[src/rtl/sro_pkg.sv]
package sro_pkg;

  // Field widths of the item and of the stored state.
  localparam int SEQ_W  = 16;
  localparam int KEY_W  = 17;
  localparam int LR_W   = 18;
  localparam int HDL_W  = 16;
  localparam int MISS_W = 16;
  localparam int STAT_W = 3;

  // Sequence numbers below this value count as wrapped once the last read passes it.
  localparam int WRAP_LOW = 1 << 14;

  // Operation codes.
  localparam logic OP_APPEND = 1'b0;
  localparam logic OP_READ   = 1'b1;

  // Result status codes.
  localparam logic [STAT_W-1:0] STAT_INSERTED = 3'd0;
  localparam logic [STAT_W-1:0] STAT_LATE     = 3'd1;
  localparam logic [STAT_W-1:0] STAT_DUP      = 3'd2;
  localparam logic [STAT_W-1:0] STAT_FULL     = 3'd3;
  localparam logic [STAT_W-1:0] STAT_READ     = 3'd4;
  localparam logic [STAT_W-1:0] STAT_EMPTY    = 3'd5;

  // Per-cell load selects: shift up from the lower cell, take the new item,
  // or shift down from the upper cell.
  typedef struct packed {
    logic take_prev;
    logic take_new;
    logic take_next;
  } cell_ctl_t;

  // Per-cell compare result against the incoming key.
  typedef struct packed {
    logic lt;
    logic eq;
  } cell_flag_t;

  // Sort key of a sequence number. Adding 65536 to a value below WRAP_LOW
  // only sets bit 16, so the key is a concatenation.
  function automatic logic [KEY_W-1:0] key_of(input logic [SEQ_W-1:0] seq,
                                               input logic wrap);
    key_of = {wrap && (seq < SEQ_W'(WRAP_LOW)), seq};
  endfunction

endpackage

[src/rtl/sro_scan.sv]
module sro_scan #(
  parameter int DEPTH = 64
) (
  input  logic [DEPTH-1:0] le,
  output logic [DEPTH-1:0] incl
);
  import sro_pkg::*;

  localparam int LVL = $clog2(DEPTH);

  logic [LVL:0][DEPTH-1:0] lvl;

  // Parallel suffix OR: incl[i] is set when any cell at i or above matched.
  always_comb begin
    lvl[0] = le;
    for (int l = 0; l < LVL; l++) begin
      for (int i = 0; i < DEPTH; i++) begin
        if (i + (1 << l) < DEPTH) begin
          lvl[l+1][i] = lvl[l][i] | lvl[l][i + (1 << l)];
        end else begin
          lvl[l+1][i] = lvl[l][i];
        end
      end
    end
  end

  assign incl = lvl[LVL];

endmodule

[config.mk]
export PLATFORM = sky130hd
export DESIGN_NAME = sro_scan
export DESIGN_NICKNAME = d
export VERILOG_FILES = /design/src/rtl/sro_pkg.sv /design/src/rtl/sro_scan.sv
export SDC_FILE = /design/constraint.sdc
export NUM_CORES = 1
export LEC_CHECK = 0
export ABC_AREA = 1
export BUFFER_PORTS_ARGS = -buffer_cell sky130_fd_sc_hd__buf_2
export CAP_MARGIN = 0
export CORE_MARGIN = 5
export CORE_UTILIZATION = 39
export DETAILED_ROUTE_END_ITERATION = 16
export PLACE_DENSITY = 0.85
export SLEW_MARGIN = 20
export SYNTH_ARGS = -nofsm -noshare
export SYNTH_HDL_FRONTEND = slang
export SYNTH_SLANG_ARGS = --single-unit
[constraint.sdc]
create_clock -name vclk -period 1.4
set_input_delay 0.35 -clock vclk [all_inputs]
set_output_delay 0.35 -clock vclk [all_outputs]
set_load 0.02 [all_outputs]
==> results of run 1 <==
==> per-stage QoR <==
| stage | instance area (um^2) | TNS, ns | instances | util, % | hold slack [ns] |
|---|---|---|---|---|---|
| CTS | 2980 | -17.65 | 530 | 89.2 | 0.933 |
| detailed placement | 2460 | -20.36 | 523 | 73.6 | 0.974 |
| global placement | 2460 | -19.14 | 523 | 73.6 | 0.973 |
| floorplan | 1600 | -6.06 | 328 | - | 0.813 |
==> kinds of logic after synthesis <==
| kind of cell | count (synthesis) |
|---|---|
| buffers and inverters | 35 |
| AND/OR/NAND/NOR | 293 |
==> cells in the mapped netlist <==
| library cell | n |
|---|---|
| nor2_1 | 136 |
| nand2_1 | 126 |
| inv_1 | 28 |
| nor2_2 | 13 |
| inv_2 | 6 |
| nand2_2 | 6 |
| and2_1 | 4 |
| nand2_4 | 2 |
| nand3_1 | 2 |
| nor2_4 | 2 |
| buf_4 | 1 |
| nand3b_1 | 1 |
| nor2_8 | 1 |
==> repair_timing <==
item,4_1_cts
endpoints found under the setup margin,59
setup buffers,8
pin swaps,43
resized for setup,146
hold buffers,0
==> summary.md, run 1 <==
| Metric | Value |
|---|---|
| Port bufs | 128 |
| Synth area leaders | nor2_1 38%, nand2_1 35%, inv_1 7.8% |
| YS warnings | 0 |
| GRT repair_timing worst endpoint | incl[21] |
| Adder-Cell Fraction of Synth Area | 0% |
| Share of the yosys chip area belonging to registers | 0% |
| Status | aborted with a tool error |
| Syn nets | 392 |
| Synth unique cells | 13 |
| Die Y-Extent | around 69 um |
| Largest area contributor in the netlist | nor2_1 |
| Site Rows | 21 |
| IO Pins | approximately 130 |
| Stopped at | 5_1_grt |
| Synth Area in Compound Gates | 0% |
| Final HPWL DP | 5410 um |
| Largest family of logic cells by synthesized area | simple AND/OR/NAND/NOR gates |
| Post-Synth Simple-Gate Area | about 90% |
| Die W | between 60 and 70 um |
| Starting Density | 40.3% |
| Synth Area in XOR/XNOR | 0% |
| Synthesized instance count | roughly 330 |
| First Error | [ERROR DPL-0038] Utilization greater than 100%, impossible to legalize |
| Syn Std Cell Area | roughly 1300 um^2 |
| Post-synthesis mux area share | 0% |
| Largest net degree at the start of global routing | 6 |
| Worst slack, placed | -0.448 ns |
| RePlAce Congestion | 0.999 |
| Mean post-synth cell area | roughly 4 um^2 |
| Top cell type's share of synthesized area | between 30 and 40% |
| WEP type | primary output |
==> inputs of run 2 (changes only) <==
Settings changed: CORE_AREA from default to 5 5 66 68, CORE_MARGIN 5 to default, CORE_UTILIZATION 39 to default, DIE_AREA from default to 0 0 71 73, PLACE_DENSITY 0.85 to default, PLACE_DENSITY_LB_ADDON from default to 0.15.
==> run 2 against run 1 <==
  * The flow now finishes, with violations (negative setup slack)
  * Area after synthesis stayed put
  * Synthesized cell count stayed put
==> summary.md, run 2 <==
| Metric | Value |
|---|---|
| Status | complete, but fails checks |
| Violated checks | negative setup slack |
| Syn Std Cell Area | 1350 um^2 |
| Slowest CP cell | nor2_4 |
| Worst Path Arrival | ~1.6 ns |
| Top cell type's share of synthesized area | roughly 38% |
| First-pass GRT wire length | ~12000 um |
| Via count | between 3000 and 4000 |
| Fin crit share | 138% |
| YS warnings | 0 |
| PD cells | around 130 nW/um^2 |
| Routed len/inst | around 19 um |
| Count leader, synth | nor2_1 |
| Initial antenna violation count | 0 |
| Via-to-Cell Ratio | 5.64 |
| CP endpoint kind | output port |
| Core box area | roughly 3800 um^2 |
| Largest area contributor in the netlist | nor2_1 |
| CTS hold repair buffers | 0 |
| RePlAce Congestion | a little over 1 |
| Most frequent cells in the layout | 74 x nand2_1, 69 x buf_6, 65 x buf_2, 51 x nor2_1, 51 x nor2_2 |
| Final design utilization | between 80% and 90% |
| RSZ-0062 raised after global routing | yes |
| # DRC | 0 |
| Fin. Hold Viols | 0 |
| Fin crit period | ~1.9 ns |
| IO Pins | approximately 130 |
| Sequential power share | 0% |
| Syn nets | between 300 and 400 |
| Max Slew Vio Count | 0 |
| Mean post-synth cell area | 4.10 um^2 |
| Least-Margin Pin Slew | around 0.39 ns |
| Port bufs | about 130 |
| Die W | just over 70 um |
| Leakage | roughly 1.5 nW |
| Largest net degree at the start of global routing | 6 |
| Starting Density | 35.4% |
| Die footprint | 5180 um^2 |
| Count of antenna-violating nets left after detailed routing | 0 |
| Share of the yosys chip area belonging to registers | 0% |
| DR iter-0 viols | around 370 |
| Worst Path Class, Setup | input port to output port |
| Footprint of the multi-input gates | between 1500 and 2000 um^2 |
| Comb power frac | 100.0% |
| Sequential cells | 0 |
| Sw Ratio | approximately three fifths |
| Worst vdd ir | about 120 uV |
| Synth unique cells | 13 |
| Setup TNS | -22.87 ns |
| Clock buffers | 0 |
| Fmax | 518 MHz |
| P_sw | between 200 and 300 uW |
| Die Y-Extent | approximately 73 um |
| Final setup fails | 61 |
| Req. time, crit path | ~1.1 ns |
| Diode count | 0 |
| Worst Hold Class | input port to output port |
| Power Internal | between 150 and 200 uW |
| Register area | 0 um^2 |
| Site Rows | 23 |
| Cell Chain, Critical Path | buf_6 > nor2_1 > nand2_1 > nor2_2 > nand2_1 > nor2_4 > nand2_4 > buf_6 |
| Fraction of layout cells with a size suffix above 1 | 70.0% |
| Worst Setup Start Kind | input port |
| First drt pass iteration count | 5 |
| Final Worst Setup Slack | -0.532 ns |
| Rel. slew slack | 73.6% |
| Synthesized instance count | 328 |
| Final HPWL DP | 5740 um |
| Number of global-route vias before repair | roughly 2800 |
| Area Overhead vs Synth | 154% |
| Post-Route WL | around 10000 um |
| Worst Path Max Fanout | 4 |
| Synth area leaders | nor2_1 38%, nand2_1 35%, inv_1 7.8% |
| GRT Util Overall | between 20% and 30% |
| Filler cells | around 180 |
| Commonest non-fill, non-tap cell in the layout | nand2_1 |
| Crit path largest cell delay | approximately 0.25 ns |
| Grt ovf | 0 |
| Most frequent cells after synthesis | 136 x nor2_1, 126 x nand2_1, 28 x inv_1 |
| Clk network pwr share | 0% |
| Nets@finish | approximately 560 |
| Max-cap check violation count | 0 |
[run 2: stage by stage]
stage               hold slack [ns]  cells  area, um^2  setup WS (ns)  power, mW
finish                        0.936    540        3420         -0.532      0.460
global route                  0.942    540        3420         -0.593      0.479
CTS                           0.931    539        3090         -0.373      0.374
detailed placement            0.973    529        2480         -0.445      0.283
global placement              0.969    529        2480         -0.409      0.285
floorplan                     0.813    328        1600         -0.173      0.119
[run 2: layer usage]
layer,GRT usage (%),vias up,share of wire [%]
met3,3.17,102,11
met2,56.0,302,47
met5,0,-,0
met1,31.9,1349,35
met4,11.5,0,7.8
li1,-,1294,-
[run 2: cell type report]
cell class	instances	area share, %
multi-input cells	293	55.6
repair buffers	163	38.8
well taps	50	1.83
inverters	34	3.73
[run 2: worst max-delay path, delay by kind of cell]
kind | cells | cell delay, ns
simple gates | 6 | 0.98
buf+inv | 2 | 0.24
[run 2: logic make-up after synthesis]
logic type | count (synthesis) | synth area share, %
AND/OR/NAND/NOR | 293 | 90.0
buffers and inverters | 35 | 10.0
[run 2: power by group through the flow]
stage	combinational, mW	sequential, mW	clock [mW]
2_1_floorplan	0.119	0	0
6_report	0.460	0	0
5_1_grt	0.479	0	0
4_1_cts	0.374	0	0
3_3_place_gp	0.285	0	0
3_5_place_dp	0.283	0	0
[run 2: worst paths after layout]
kind	end	depth (start not counted)	startpoint
setup / recovery	incl[25]	8	le[37]
hold / removal	incl[63]	2	le[63]
[run 2: what timing repair did]
action	4_1_cts	5_1_grt
pin swaps	48	25
resized for setup	158	102
endpoints found under the setup margin	59	60
cloned	0	0
setup buffers	11	4
No activity file was read; power rests on OpenSTA's default activity.
