[config.mk]
export PLATFORM = sky130hd
export DESIGN_NAME = sro_cell
export DESIGN_NICKNAME = d
export VERILOG_FILES = /design/src/rtl/sro_pkg.sv /design/src/rtl/sro_cell.sv
export SDC_FILE = /design/constraint.sdc
export NUM_CORES = 1
export LEC_CHECK = 0
export BUFFER_PORTS_ARGS = -buffer_cell sky130_fd_sc_hd__clkbuf_2
export CAP_MARGIN = 20
export CORE_AREA = 5 5 79 81
export CTS_CLUSTER_DIAMETER = 80
export DETAILED_ROUTE_END_ITERATION = 7
export DIE_AREA = 0 0 84 86
export PLACE_DENSITY = 0.8
export SYNTH_ARGS = -nofsm -noshare
export SYNTH_HDL_FRONTEND = slang
export SYNTH_SLANG_ARGS = --single-unit
[constraint.sdc]
create_clock -name clk -period 1.8 [get_ports clk]
set_clock_uncertainty 0.1 [all_clocks]
set_input_delay 0.27 -clock clk [delete_from_list [all_inputs] [get_ports clk]]
set_output_delay 0.27 -clock clk [all_outputs]
set_load 0.02 [all_outputs]
[src/rtl/sro_pkg.sv]
package sro_pkg;

  // Field widths of the item and of the stored state.
  localparam int SEQ_W  = 16;
  localparam int KEY_W  = 17;
  localparam int LR_W   = 18;
  localparam int HDL_W  = 16;
  localparam int MISS_W = 16;
  localparam int STAT_W = 3;

  // Sequence numbers below this value count as wrapped once the last read passes it.
  localparam int WRAP_LOW = 1 << 14;

  // Operation codes.
  localparam logic OP_APPEND = 1'b0;
  localparam logic OP_READ   = 1'b1;

  // Result status codes.
  localparam logic [STAT_W-1:0] STAT_INSERTED = 3'd0;
  localparam logic [STAT_W-1:0] STAT_LATE     = 3'd1;
  localparam logic [STAT_W-1:0] STAT_DUP      = 3'd2;
  localparam logic [STAT_W-1:0] STAT_FULL     = 3'd3;
  localparam logic [STAT_W-1:0] STAT_READ     = 3'd4;
  localparam logic [STAT_W-1:0] STAT_EMPTY    = 3'd5;

  // Per-cell load selects: shift up from the lower cell, take the new item,
  // or shift down from the upper cell.
  typedef struct packed {
    logic take_prev;
    logic take_new;
    logic take_next;
  } cell_ctl_t;

  // Per-cell compare result against the incoming key.
  typedef struct packed {
    logic lt;
    logic eq;
  } cell_flag_t;

  // Sort key of a sequence number. Adding 65536 to a value below WRAP_LOW
  // only sets bit 16, so the key is a concatenation.
  function automatic logic [KEY_W-1:0] key_of(input logic [SEQ_W-1:0] seq,
                                               input logic wrap);
    key_of = {wrap && (seq < SEQ_W'(WRAP_LOW)), seq};
  endfunction

endpackage

[src/rtl/sro_cell.sv]
module sro_cell (
  input  logic                      clk,
  input  logic                      flag_load,
  input  logic [sro_pkg::KEY_W-1:0] in_key,
  input  logic                      wrap,
  input  logic                      valid,
  input  sro_pkg::cell_ctl_t        ctl,
  input  logic [sro_pkg::SEQ_W-1:0] prev_seq,
  input  logic [sro_pkg::HDL_W-1:0] prev_handle,
  input  logic [sro_pkg::SEQ_W-1:0] next_seq,
  input  logic [sro_pkg::HDL_W-1:0] next_handle,
  input  logic [sro_pkg::SEQ_W-1:0] new_seq,
  input  logic [sro_pkg::HDL_W-1:0] new_handle,
  output logic [sro_pkg::SEQ_W-1:0] seq,
  output logic [sro_pkg::HDL_W-1:0] handle,
  output sro_pkg::cell_flag_t       flag
);
  import sro_pkg::*;

  logic [SEQ_W-1:0] seq_r, seq_nxt;
  logic [HDL_W-1:0] handle_r, handle_nxt;
  cell_flag_t       flag_r, flag_nxt;
  logic [KEY_W-1:0] cell_key;

  // Entry select: insert shifts up, read shifts down.
  always_comb begin
    seq_nxt    = seq_r;
    handle_nxt = handle_r;
    if (ctl.take_prev) begin
      seq_nxt    = prev_seq;
      handle_nxt = prev_handle;
    end else if (ctl.take_new) begin
      seq_nxt    = new_seq;
      handle_nxt = new_handle;
    end else if (ctl.take_next) begin
      seq_nxt    = next_seq;
      handle_nxt = next_handle;
    end
  end

  // Compare this cell's key, under the current wrap rule, with the incoming key.
  always_comb begin
    cell_key    = key_of(seq_r, wrap);
    flag_nxt.lt = valid && (cell_key < in_key);
    flag_nxt.eq = valid && (cell_key == in_key);
  end

  always_ff @(posedge clk) begin
    seq_r    <= seq_nxt;
    handle_r <= handle_nxt;
    if (flag_load) begin
      flag_r <= flag_nxt;
    end
  end

  assign seq    = seq_r;
  assign handle = handle_r;
  assign flag   = flag_r;

endmodule

# [Yosys cells after proc, flatten, opt, wreduce, memory -nomap -nowiden]
# Index checks and enable logic that the tools add are counted.
[totals] reg_bits=34 input_bits=120 output_inout_bits=34 wordCells=17
[op_classes] n_lt_le_gt_ge=2 eq_ne=1 mux=6 reduce_logical=4
[op_table] op="2-to-1 mux 16 bit" count=6
[op_table] op="equality test 17 bit" count=1
[op_table] op="< comparator 17 bit" count=1
[op_table] op="< comparator 16 x 15 -> 1 bit, second input constant" count=1
[op_table] op="logical AND 1 bit" count=3
[op_table] op="nonzero test 3 bit" count=1

# [Longest topological paths before layout]
# Gate-level depths: netlist of the first run.
[logic_depth] word_depth=4 mapped_depth=6 ltp_nobuf=6

# [Worst setup path before layout of the first run]
# Ideal clock, no wire load.
[synth_path] path_type="reg2reg" from="reg seq_r[4], in the netlist seq[4]" to="reg flag_r, in the netlist flag[1], data pin" setup_time_ns=0.141 arrival_time_ns=1.525 required_time_ns=1.559 setup_slack_ns=0.034 path_stages_with_launch=6 path_buffers=0 synth_period_minus_slack_ns=1.766 cell_sequence="edfxtp_1 -> ha_1 -> a21oi_2 -> o21ai_1 -> a2111o_1 -> a21oi_2"
[synth_lines] element="start: declaration" line="sro_cell.sv:20" text="logic [SEQ_W-1:0] seq_r, seq_nxt;"
[synth_lines] element="start signal: assignment" line="sro_cell.sv:49" text="seq_r <= seq_nxt;"
[synth_lines] element="end signal: assignment" line="sro_cell.sv:52" text="flag_r <= flag_nxt;"
[synth_lines] element="end: declaration" line="sro_cell.sv:22" text="cell_flag_t flag_r, flag_nxt;"

==> results.py, run 1 <==
metrics = {
    "run_status": {
        "status": "complete, no violations",
    },
    "grt": {
        "grt_max_degree": 39,
        "antenna_found_initial": 0,
        "grt_usage": 0.161,
        "grt_pass1_vias": 2106,
        "grt_overflow": 0,
        "grt_pass1_wl_mm": 9.27,
    },
    "sta": {
        "timing.final.crit_share": 0.956,
        "grt_setup_unrepaired": "no",
        "setup_violations": 0,
        "finalWorstPathRequiredPeriod_ps": 1720,
        "finalWorstSetupSlack_ps": 80.1,
        "setup_tns_ps": 0,
        "slew_viol_final": 0,
        "fin_hold_ws_ps": 111,
        "finalHoldViolations": 0,
        "fmax_mhz": 581,
        "worst_pin_slew_ps": 291,
        "relSlewSlack": 0.806,
    },
    "floorplanning": {
        "std_cell_rows": 27,
        "coreArea_mm2": 0.00541,
        "die_area_mm2": 0.00722,
        "initial_utilization": 0.394,
        "io_pins": 154,
        "fp.dieW_um": 84,
        "die_h_um": 86,
    },
    "routing": {
        "ant_nets": 0,
        "drc": 0,
        "vias_per_cell": 4.66,
        "avgRoutedWirePerCell_um": 13.2,
        "first_pass_iters": 4,
        "wl_mm": 5.69,
        "first_iter_violations": 105,
        "num_vias": 2009,
    },
    "logic_synthesis": {
        "synthTopCellsByArea": "edfxtp_1, mux2i_1, ha_1",
        "netlist_instances": 203,
        "synth_common_cells": "edfxtp_1, nand2_1, o21ai_0, mux2i_1, inv_1",
        "yosysUniqueCellTypes": 25,
        "synth_edf_count": 34,
        "ys_seq_area_frac": 0.480,
        "yosys_warnings": 0,
        "syn_area_mm2": 0.00213,
        "syn_avg_cell_area_um2": 10.5,
        "synth_top_area_cell": "edfxtp_1",
        "synth-seq-cells": 34,
        "syn_nets": 340,
        "synthArstFlopShare": 0,
        "synth-main-ff-cell": "edfxtp_1",
        "synthDominantCellAreaShare": 0.480,
    },
    "critical_path": {
        "cp.required_ps": 1840,
        "cpMaxStageDelayCell": "a2111o_1",
        "cp_max_fo": 2,
        "cp_slowest_stage_delay_ps": 430,
        "start_kind": "flip-flop",
        "end_kind": "flip-flop",
        "crit_path_cell_trace": "ha_1 -> a21oi_1 -> o21ai_1 -> a2111o_1 -> a21oi_2",
        "cp.arrival_ps": 1760,
        "path_class": "flip-flop to flip-flop",
    },
    "place": {
        "dp_hpwl_mm": 4.97,
        "place_congestion": 0.884,
        "dp.cells": 423,
        "port_buffers": 153,
        "dpl_worst_slack_ps": 82.4,
        "placed_area_mm2": 0.00297,
    },
    "pwr": {
        "power_density_mw_per_mm2": 698,
        "vdd_drop_max_v": 0.000478,
        "leakagePower_nw": 1.67,
    },
    "cts": {
        "cts_buffer_depth": 2,
        "root_buffer": "clkbuf_8",
        "cts_sinks": 34,
        "h-tree-depth": 2,
        "tritoncts": "done",
        "holdBufCountCts": 0,
        "path_clk_slew_ps": 70,
        "cts_setup_buffers": 0,
        "clk_latency_ps": 270,
        "cts_buffers": 5,
        "cts_resized": 0,
    },
    "hold_path": {
        "hp-class": "primary input to flip-flop",
    },
    "cells_and_area": {
        "fin_nets": 495,
        "antenna_cells": 0,
        "drive_gt1_frac": 0.468,
        "n_fill_cell": 494,
        "syn_to_final_growth_pct": 44.2,
        "final_cell_area_mm2": 0.00307,
        "multi_input_area_um2": 992,
        "finalNonFillerCells": 431,
        "regArea_mm2": 0.00102,
    },
    "flow_run": {
        "maxCapViolCount": 0,
    },
}
-- cells by family (layout without fill, tap and decap cells) --
kind of cell | Yosys count | after routing | share of synthesized area
simple gates | 46 | 46 | 0.0929
compound gates | 44 | 44 | 0.117
flops | 34 | 34 | 0.480
mux | 32 | 32 | 0.151
buf+inv | 30 | 186 | 0.0594
fa+ha+maj | 17 | 17 | 0.100
-- registers in the layout (all words and copies together), names as in the netlist --
name,cells
seq,16
flag,2
handle,16
-- critical path, delay by kind of cell, from the launching register on --
| family | cells | cell delay (ps) |
|---|---|---|
| AOI/OAI and AO/OA | 4 | 770 |
| adders and majority gates | 1 | 320 |
| DFF | 1 | 400 |
-- through the flow --
| step | total power, mW | util |
|---|---|---|
| after floorplan | 1.36 | - |
| after global placement | 1.61 | 0.550 |
| after global routing | 2.29 | 0.567 |
| after detailed placement | 1.64 | 0.550 |
| after CTS | 2.16 | 0.565 |
| final | 2.14 | 0.567 |
-- power by group --
| part | internal, mW | switching [mW] |
|---|---|---|
| Sequential | 0.976 | 0.0397 |
| Combinational | 0.269 | 0.331 |
| Clock | 0.266 | 0.260 |
| Total | 1.51 | 0.630 |
-- cells in the final DEF (no fill, tap or decap), types with 3 or more instances in the layout --
master,instances
clkbuf_2,153
nand2_1,34
edfxtp_1,34
o21ai_0,33
mux2i_1,32
inv_1,19
ha_1,16
buf_4,6
clkbuf_8,5
nand4_1,3
nor2_1,3
-- per-layer routing --
layer  share of wire  track usage
met5               0            0
met2            0.53        0.295
met4           0.017       0.0541
met3           0.086       0.0586
met1            0.37        0.171
-- worst paths after layout --
kind              from  endpoint  slack, ps  depth (start not counted)
max             seq[2]   flag[1]         80                          5
min          flag_load   flag[0]        110                          1
max reg2reg     seq[2]   flag[1]         80                          5
min reg2reg     seq[0]   flag[0]        750                          3
-- final cells by class --
type,instances,area share
clock buffers,6,0.0237
clock inverters,2,0.00286
inverters,19,0.0233
multi-input cells,139,0.324
flip-flops and latches,34,0.333
well taps,72,0.0294
repair buffers,159,0.264
(Power assumes the default switching activity.)
==> run 2: changes to the inputs <==
--- a/config.mk
+++ b/config.mk
@@ -11,6 +11,7 @@
 export CTS_CLUSTER_DIAMETER = 80
 export DETAILED_ROUTE_END_ITERATION = 7
 export DIE_AREA = 0 0 84 86
+export MAX_ROUTING_LAYER = met4
 export PLACE_DENSITY = 0.8
 export SYNTH_ARGS = -nofsm -noshare
 export SYNTH_HDL_FRONTEND = slang
==> run 2 against run 1 <==
  * First-iteration DRC count down 1.9%
  * Die area is the same
  * Routed wire length about the same
  * Total power barely moved
  * Combinational power about the same
  * Critical path type unchanged
  * Design area did not move
  * Critical path depth is the same
  * Maximum frequency about the same
  * Final cell count unchanged
  * Setup slack about the same
  * Via count down 0.20%
  * Clock power about the same
==> results.py, run 2 (synthesis results as in run 1) <==
metrics = {
    "sta": {
        "setup_tns_ps": 0,
        "grt_setup_unrepaired": "no",
        "relSlewSlack": 0.802,
        "fmax_mhz": 581,
        "timing.final.crit_share": 0.955,
        "setup_violations": 0,
        "finalWorstPathRequiredPeriod_ps": 1720,
        "finalHoldViolations": 0,
        "slew_viol_final": 0,
        "worst_pin_slew_ps": 298,
    },
    "cells_and_area": {
        "syn_to_final_growth_pct": 44.2,
        "layout.cells.most_common": "clkbuf_2",
        "antenna_cells": 0,
        "fin_nets": 495,
        "finalNonFillerCells": 431,
        "drive_gt1_frac": 0.468,
        "layout_common_cells": "clkbuf_2, nand2_1, edfxtp_1",
    },
    "run_status": {
        "status": "complete, no violations",
    },
    "critical_path": {
        "start_kind": "flip-flop",
        "cp.arrival_ps": 1760,
        "end_kind": "flip-flop",
        "cp.required_ps": 1840,
        "cp_max_fo": 2,
        "path_class": "flip-flop to flip-flop",
    },
    "pwr": {
        "leakagePower_nw": 1.67,
        "power_density_mw_per_mm2": 698,
        "vdd_drop_max_v": 0.000477,
    },
    "cts": {
        "cts_buffers": 5,
        "cts_buffer_depth": 2,
        "root_buffer": "clkbuf_8",
        "path_clk_slew_ps": 70,
        "clk_latency_ps": 270,
        "cts_sinks": 34,
        "tritoncts": "done",
        "h-tree-depth": 2,
        "cts_setup_buffers": 0,
    },
    "floorplanning": {
        "die_area_mm2": 0.00722,
        "io_pins": 154,
        "fp.dieW_um": 84,
        "die_h_um": 86,
        "initial_utilization": 0.394,
        "std_cell_rows": 27,
        "coreArea_mm2": 0.00541,
    },
    "hold_path": {
        "hp-class": "primary input to flip-flop",
    },
    "routing": {
        "wl_mm": 5.68,
        "first_iter_violations": 103,
        "ant_nets": 0,
        "num_vias": 2005,
        "first_pass_iters": 4,
        "drc": 0,
        "vias_per_cell": 4.65,
        "avgRoutedWirePerCell_um": 13.2,
    },
    "place": {
        "dp.cells": 423,
        "dp_hpwl_mm": 4.97,
        "port_buffers": 153,
        "place_congestion": 0.898,
    },
    "grt": {
        "grt_usage": 0.166,
        "antenna_found_initial": 0,
        "grt_pass1_vias": 2108,
        "grt_max_degree": 39,
        "grt_pass1_wl_mm": 9.25,
        "grt_overflow": 0,
    },
    "flow_run": {
        "maxCapViolCount": 0,
    },
}
-- run 2: repair_timing --
| item | 4_1_cts | 5_1_grt |
|---|---|---|
| resized for setup | 0 | 1 |
| endpoints found under the hold margin | 0 | 0 |
| setup endpoints to repair | 0 | 1 |
| hold buffers | 0 | 0 |
-- run 2: layout make-up --
type | instances | area [µm²]
Tap cell | 72 | 90.1
Clock inverter | 2 | 8.76
Clock buffer | 6 | 72.6
Multi-Input combinational cell | 139 | 992
Timing Repair Buffer | 159 | 811
Inverter | 19 | 71.3
Fill cell | 494 | 2340
Sequential cell | 34 | 1020
-- run 2: metrics by stage --
step           hold WS [ps]  power [mW]  instance area (µm²)   util  setup WS (ps)
3_3_place_gp            395        1.61                 2970  0.550            108
4_1_cts                97.1        2.16                 3050  0.565           72.7
5_1_grt                92.0        2.29                 3070  0.567           2.88
2_1_floorplan           282        1.36                 2130      -           33.9
6_report                111        2.14                 3070  0.567           80.1
3_5_place_dp            392        1.64                 2970  0.550           82.4
-- run 2: where the power goes --
part           internal [mW]  total (mW)  switching [mW]
Combinational          0.269       0.599           0.330
Clock                  0.266       0.525           0.260
Sequential             0.976        1.02          0.0399
-- run 2: metal layers --
| metal | vias to the layer above | GRT usage | part of all wire | wire length [µm] |
|---|---|---|---|---|
| li1 | 1039 | - | - | - |
| met1 | 871 | 0.176 | 0.38 | 2130 |
| met2 | 87 | 0.295 | 0.53 | 3030 |
| met3 | 8 | 0.0500 | 0.076 | 432 |
| met4 | 0 | 0.0541 | 0.015 | 85 |
| met5 | - | - | 0 | 0 |
-- run 2: worst paths after layout --
kind	start	to	slack (ps)	cells past startpoint
worst max-delay path	seq[2]	flag[1]	80	5
worst min-delay path	flag_load	flag[0]	110	1
worst max register to register	seq[2]	flag[1]	80	5
worst min register to register	seq[0]	flag[0]	750	3
-- run 2: worst max-delay path: stages, from the launching register on --
cell	delay, ps
edfxtp_1	400
ha_1	320
a21oi_1	140
o21ai_1	70
a2111o_1	430
a21oi_2	130
